File: config.mk
export PLATFORM = sky130hd
export DESIGN_NAME = slgs_ctrl
export DESIGN_NICKNAME = d
export VERILOG_FILES = /design/src/rtl/slgs_pkg.sv /design/src/rtl/slgs_ctrl.sv
export SDC_FILE = /design/constraint.sdc
export NUM_CORES = 1
export LEC_CHECK = 0
export BUFFER_PORTS_ARGS = -buffer_cell sky130_fd_sc_hd__buf_2
export CAP_MARGIN = 25
export CORE_MARGIN = 2
export CORE_UTILIZATION = 50
export CTS_BUF_LIST = sky130_fd_sc_hd__clkbuf_8 sky130_fd_sc_hd__clkbuf_16
export CTS_CLUSTER_DIAMETER = 200
export DETAILED_ROUTE_END_ITERATION = 7
export HOLD_SLACK_MARGIN = 0.08
export PLACE_DENSITY = 0.85
export SYNTH_ARGS = -nofsm -noshare
export SYNTH_HDL_FRONTEND = slang
export SYNTH_SLANG_ARGS = --single-unit
File: constraint.sdc
create_clock -name clk -period 3.36 [get_ports clk]
set_input_delay 0.168 -clock clk [delete_from_list [all_inputs] [get_ports clk]]
set_output_delay 0.168 -clock clk [all_outputs]
set_load 0.02 [all_outputs]
File: src/rtl/slgs_pkg.sv
// Shared constants, codes and controller/datapath structs for the sorted list search core.
package slgs_pkg;

	localparam int TABLE_DEPTH = 1024;
	localparam int VAL_W       = 63;
	localparam int IDX_W       = $clog2(TABLE_DEPTH);
	localparam int CNT_W       = IDX_W + 1;
	localparam int TYPE_W      = 3;
	localparam int STAT_W      = 2;

	typedef logic [IDX_W-1:0] idx_t;
	typedef logic [CNT_W-1:0] cnt_t;
	typedef logic [VAL_W-1:0] val_t;

	// request codes
	localparam logic [TYPE_W-1:0] REQ_CLEAR  = 3'd0;
	localparam logic [TYPE_W-1:0] REQ_APPEND = 3'd1;
	localparam logic [TYPE_W-1:0] REQ_FIRST  = 3'd2;
	localparam logic [TYPE_W-1:0] REQ_LAST   = 3'd3;
	localparam logic [TYPE_W-1:0] REQ_NTH    = 3'd4;
	localparam logic [TYPE_W-1:0] REQ_COUNT  = 3'd5;

	// result status codes
	localparam logic [STAT_W-1:0] ST_OK        = 2'd0;
	localparam logic [STAT_W-1:0] ST_NOT_FOUND = 2'd1;
	localparam logic [STAT_W-1:0] ST_FULL      = 2'd2;

	// sources for the fetch index register
	localparam logic [2:0] FS_LO    = 3'd0;
	localparam logic [2:0] FS_LO_M1 = 3'd1;
	localparam logic [2:0] FS_NTH   = 3'd2;
	localparam logic [2:0] FS_LAST  = 3'd3;
	localparam logic [2:0] FS_TOTAL = 3'd4;

	// cursor load sources
	localparam logic CUR_LO   = 1'b0;
	localparam logic CUR_FIDX = 1'b1;

	// result word kinds
	localparam logic [2:0] KIND_HIT  = 3'd0;
	localparam logic [2:0] KIND_APP  = 3'd1;
	localparam logic [2:0] KIND_OK0  = 3'd2;
	localparam logic [2:0] KIND_NF   = 3'd3;
	localparam logic [2:0] KIND_FULL = 3'd4;

	typedef struct packed {
		logic       in_ready;
		logic       clear;
		logic       append;
		logic       rd_en;
		logic       rd_fidx;
		logic       fidx_load;
		logic [2:0] fidx_src;
		logic       cur_load;
		logic       cur_src;
		logic       srch_init;
		logic       srch_hi_key;
		logic       srch_le;
		logic       srch_step;
		logic       save_first;
		logic       out_load;
		logic [2:0] out_kind;
	} slgs_cmd_t;

	typedef struct packed {
		logic              in_valid;
		logic [TYPE_W-1:0] req_type;
		logic              empty;
		logic              full;
		logic              nth_oob;
		logic              app_bad;
		logic              srch_last;
		logic              lo_at_total;
		logic              lo_zero;
		logic              lo_gt_first;
		logic              out_free;
	} slgs_stat_t;

endpackage

File: src/rtl/slgs_ctrl.sv
// Controller state machine sequencing requests, search probes and result loading.
module slgs_ctrl import slgs_pkg::*; (
	input  logic       clk,
	input  logic       arst_n,
	input  slgs_stat_t st,
	output slgs_cmd_t  cmd
);

	localparam logic [3:0] S_IDLE   = 4'd0;
	localparam logic [3:0] S_DECODE = 4'd1;
	localparam logic [3:0] S_APP_RD = 4'd2;
	localparam logic [3:0] S_APP_EV = 4'd3;
	localparam logic [3:0] S_APP_WR = 4'd4;
	localparam logic [3:0] S_PRB_RD = 4'd5;
	localparam logic [3:0] S_PRB_EV = 4'd6;
	localparam logic [3:0] S_SDONE  = 4'd7;
	localparam logic [3:0] S_FET_RD = 4'd8;
	localparam logic [3:0] S_RESULT = 4'd9;

	logic [3:0] state_q, state_d;
	logic [2:0] kind_q, kind_d;
	logic       pass2_q, pass2_d;

	always_ff @(posedge clk or negedge arst_n) begin
		if (!arst_n) begin
			state_q <= S_IDLE;
			kind_q  <= KIND_NF;
			pass2_q <= 1'b0;
		end else begin
			state_q <= state_d;
			kind_q  <= kind_d;
			pass2_q <= pass2_d;
		end
	end

	always_comb begin
		cmd     = '0;
		state_d = state_q;
		kind_d  = kind_q;
		pass2_d = pass2_q;
		unique case (state_q)
			S_IDLE: begin
				cmd.in_ready = 1'b1;
				pass2_d      = 1'b0;
				if (st.in_valid) begin
					state_d = S_DECODE;
				end
			end
			S_DECODE: begin
				unique case (st.req_type)
					REQ_CLEAR: begin
						cmd.clear = 1'b1;
						kind_d    = KIND_OK0;
						state_d   = S_RESULT;
					end
					REQ_APPEND: begin
						priority if (st.full) begin
							kind_d  = KIND_FULL;
							state_d = S_RESULT;
						end else if (st.empty) begin
							state_d = S_APP_WR;
						end else begin
							cmd.fidx_load = 1'b1;
							cmd.fidx_src  = FS_LAST;
							state_d       = S_APP_RD;
						end
					end
					REQ_FIRST, REQ_LAST, REQ_COUNT: begin
						cmd.srch_init = 1'b1;
						cmd.srch_le   = (st.req_type == REQ_LAST);
						state_d       = st.empty ? S_SDONE : S_PRB_RD;
					end
					REQ_NTH: begin
						if (st.nth_oob) begin
							kind_d  = KIND_NF;
							state_d = S_RESULT;
						end else begin
							cmd.fidx_load = 1'b1;
							cmd.fidx_src  = FS_NTH;
							state_d       = S_FET_RD;
						end
					end
					default: begin
						kind_d  = KIND_NF;
						state_d = S_RESULT;
					end
				endcase
			end
			S_APP_RD: begin
				cmd.rd_en   = 1'b1;
				cmd.rd_fidx = 1'b1;
				state_d     = S_APP_EV;
			end
			S_APP_EV: begin
				if (st.app_bad) begin
					kind_d  = KIND_NF;
					state_d = S_RESULT;
				end else begin
					state_d = S_APP_WR;
				end
			end
			S_APP_WR: begin
				cmd.append    = 1'b1;
				cmd.fidx_load = 1'b1;
				cmd.fidx_src  = FS_TOTAL;
				kind_d        = KIND_APP;
				state_d       = S_RESULT;
			end
			S_PRB_RD: begin
				cmd.rd_en = 1'b1;
				state_d   = S_PRB_EV;
			end
			S_PRB_EV: begin
				cmd.srch_step = 1'b1;
				state_d       = st.srch_last ? S_SDONE : S_PRB_RD;
			end
			S_SDONE: begin
				priority if (st.req_type == REQ_FIRST) begin
					if (st.lo_at_total) begin
						kind_d  = KIND_NF;
						state_d = S_RESULT;
					end else begin
						cmd.fidx_load = 1'b1;
						cmd.fidx_src  = FS_LO;
						state_d       = S_FET_RD;
					end
				end else if (st.req_type == REQ_LAST) begin
					if (st.lo_zero) begin
						kind_d  = KIND_NF;
						state_d = S_RESULT;
					end else begin
						cmd.fidx_load = 1'b1;
						cmd.fidx_src  = FS_LO_M1;
						state_d       = S_FET_RD;
					end
				end else if (!pass2_q) begin
					// range count, low end located
					if (st.lo_at_total) begin
						kind_d  = KIND_OK0;
						state_d = S_RESULT;
					end else begin
						cmd.cur_load    = 1'b1;
						cmd.cur_src     = CUR_LO;
						cmd.save_first  = 1'b1;
						cmd.srch_init   = 1'b1;
						cmd.srch_hi_key = 1'b1;
						cmd.srch_le     = 1'b1;
						pass2_d         = 1'b1;
						state_d         = S_PRB_RD;
					end
				end else begin
					if (st.lo_gt_first) begin
						cmd.fidx_load = 1'b1;
						cmd.fidx_src  = FS_LO_M1;
						state_d       = S_FET_RD;
					end else begin
						kind_d  = KIND_OK0;
						state_d = S_RESULT;
					end
				end
			end
			S_FET_RD: begin
				cmd.rd_en    = 1'b1;
				cmd.rd_fidx  = 1'b1;
				cmd.cur_load = (st.req_type != REQ_NTH);
				cmd.cur_src  = CUR_FIDX;
				kind_d       = KIND_HIT;
				state_d      = S_RESULT;
			end
			S_RESULT: begin
				cmd.out_kind = kind_q;
				if (st.out_free) begin
					cmd.out_load = 1'b1;
					state_d      = S_IDLE;
				end
			end
			default: begin
				state_d = S_IDLE;
			end
		endcase
	end

endmodule

==> qor.yml <==
run_status:
  status: "finished clean"
sta:
  hold_violations: 0
  fin_skew_ns: 0.00493
  fin_setup_tns_ns: 0
  rsz0062_at_grt: "no"
  setup_viol: 0
  tightest_slew_ns: 0.668
  fin_crit_ns: 2.32
  slew_headroom: 0.554
  slew_violations: 0
  min_period_over_period: 0.692
  fmax_mhz: 430
cells_and_area:
  final_nets: 183
  drive_gt1_frac: 0.263
  final_common_cell: "buf_2"
  syn2layout_area_growth_pct: 17.6
  diodes: 0
  design_area_mm2: 0.00119
  final_cell_mix: "buf_2, nor2_1, a21oi_1"
  nFillCells: 179
setup_path:
  slowest_stage: "dfrtp_1"
  crit_chain: "nand2b_1, nor2_1, nand3_1, o21ai_0, buf_2"
  reg2reg_slack_ns: 1.22
  critPathArrivalTime_ns: 2.16
  startpoint_type: "flip-flop"
  r2r_end: "kind_q[2]"
  path_class: "reg -> out"
  max_stage_delay_ns: 0.57
  cp-end-kind: "output port"
  r2r-start: "state_q[1]"
  reg2reg_depth: 5
  crit_fanout: 19
  required_ns: 3.19
detailed_routing:
  firstDrtPassIters: 4
  antenna_left: 0
  drt-initial-drc-count: 50
  drt-total-wl_um: 2610
  viasPerCell: 5.98
  drc_errors: 0
  vias: 1161
  wl_per_cell_um: 13.5
power_and_ir_drop:
  finalPower_mw: 0.896
  leakagePower_nw: 0.569
  powerDensity_mw_per_mm2: 754
  max-vdd-ir-drop_v: 0.000602
placed_design:
  port_buffers: 34
  gp_congestion: 1.06
  dp_hpwl_um: 1980
  placed_cell_area_mm2: 0.00113
synthesis:
  netlist_area_mm2: 0.00101
  syn_inst: 143
  yosys-top-cells-area: "dfrtp_1, nor2_1, a21oi_1"
  ys_types: 44
  synth-warning-count: 0
  syn-num-nets: 158
  yosysTopAreaCellShare: 0.149
  yosys.area.top_type: "dfrtp_1"
  synth_edf_count: 0
  ys_seq_elements: 8
  ys_seq_area_frac: 0.200
  synth.avg_cell_area_um2: 7.07
  synthFlopType: "dfrtp_1"
  synthArstFlopShare: 1.00
floorplanning:
  core_mm2: 0.00194
  start_util: 0.521
  num_rows: 16
  pin_count: 35
  die_height_um: 49.0
  die_w_um: 49.0
  die_area_mm2: 0.00240
worst_hold_path:
  hold_path_depth: 3
  hold_class: "in -> reg"
  holdPathEnd: "state_q[0]"
  hold_path_startpoint: "st[0]"
grt:
  grt_pass1_vias: 953
  grt_max_degree: 24
  gr-total-overflow: 0
  grt_pass1_wl_um: 4370
  grtUsageTotal: 0.230
  antenna_found_initial: 0
job:
  max_cap_violations: 0
cts:
  cts_buffer_depth: 2
  path_clk_slew_ns: 0.04
  htreeDepth: 1
  insertion_delay_ns: 0.23
  cts_tree: "done"
  cts.sinks: 8
  post_cts_buffers: 0
  cts-root-buf: "clkbuf_8"
  cts-resized-gates: 0
  cts_buffers: 3
==> area by class of cell <==
cell class / instances / area, µm² / share of cell area
Clock buffer: 3 / 41.3 / 0.0347
Clock inverter: 1 / 3.75 / 0.00316
Inverter: 7 / 26.3 / 0.0221
Multi-Input combinational cell: 113 / 701 / 0.589
Sequential cell: 8 / 203 / 0.171
Tap cell: 27 / 33.8 / 0.0284
Timing Repair Buffer: 35 / 180 / 0.152
==> worst max path at each step <==
stage	start	to	slack, ns	depth (start not counted)
after floorplan	state_q[2]	cmd[14]	1.24	5
after global placement	state_q[0]	kind_q[2]	1.30	5
after detailed placement	state_q[0]	kind_q[2]	1.27	5
after CTS	state_q[3]	cmd[6]	1.10	5
after global routing	state_q[3]	cmd[6]	0.92	5
final	state_q[3]	cmd[6]	1.04	5
==> kinds of logic (layout without fill, tap and decap cells) <==
logic type | after synthesis | count (layout) | synth area share
XOR/XNOR | 2 | 2 | 0.0173
buffers and inverters | 22 | 46 | 0.106
multiplexers | 6 | 6 | 0.0644
AO/OA/AOI/OAI | 42 | 42 | 0.275
flip-flops | 8 | 8 | 0.200
AND/OR/NAND/NOR | 63 | 63 | 0.337
==> critical path: cells and delay by family, from the launching register on <==
kind | cells | cell delay (ns)
compound gates | 1 | 0.16
flops | 1 | 0.57
buf+inv | 1 | 0.20
simple gates | 3 | 0.99
==> per-layer routing <==
metal  routed length [µm]  vias up  track usage
li1                     -      569            -
met5                    0        -            0
met2                 1210       64        0.347
met1                 1140      521        0.326
met3                  222        7       0.0767
met4                   34        0       0.0286
==> state kept, by name, indices dropped and copies added (netlist names) <==
name / cells
state_q: 4
pass2_q: 1
kind_q: 3
==> report_power, final <==
part	switching [mW]	internal [mW]	total, mW
combinational	0.291	0.238	0.529
clock	0.0375	0.0791	0.117
sequential	0.109	0.142	0.250
total	0.437	0.458	0.896
==> synthesized netlist by cell type, types with 3 or more instances <==
cell type,count
a21oi_1,11
a31oi_1,3
and2_1,4
clkbuf_1,8
dfrtp_1,6
inv_1,7
nand2_1,8
nand2b_1,7
nor2_1,18
nor2b_1,8
nor3_1,6
nor4_1,4
o211ai_1,3
o21ai_0,9
==> repair_timing <==
item,4_1_cts,5_1_grt
hold buffers,1,0
setup endpoints to repair,0,0
endpoints found under the hold margin,8,0
==> metrics by stage <==
step / utilization / std cells / hold slack, ns / setup slack [ns]
floorplan: - / 143 / -0.128 / 1.24
global placement: 0.584 / 189 / 0.0185 / 1.30
detailed placement: 0.584 / 189 / 0.0199 / 1.27
CTS: 0.612 / 194 / 0.258 / 1.10
global route: 0.612 / 194 / 0.273 / 0.920
finish: 0.612 / 194 / 0.256 / 1.04
(Power assumes the default switching activity.)
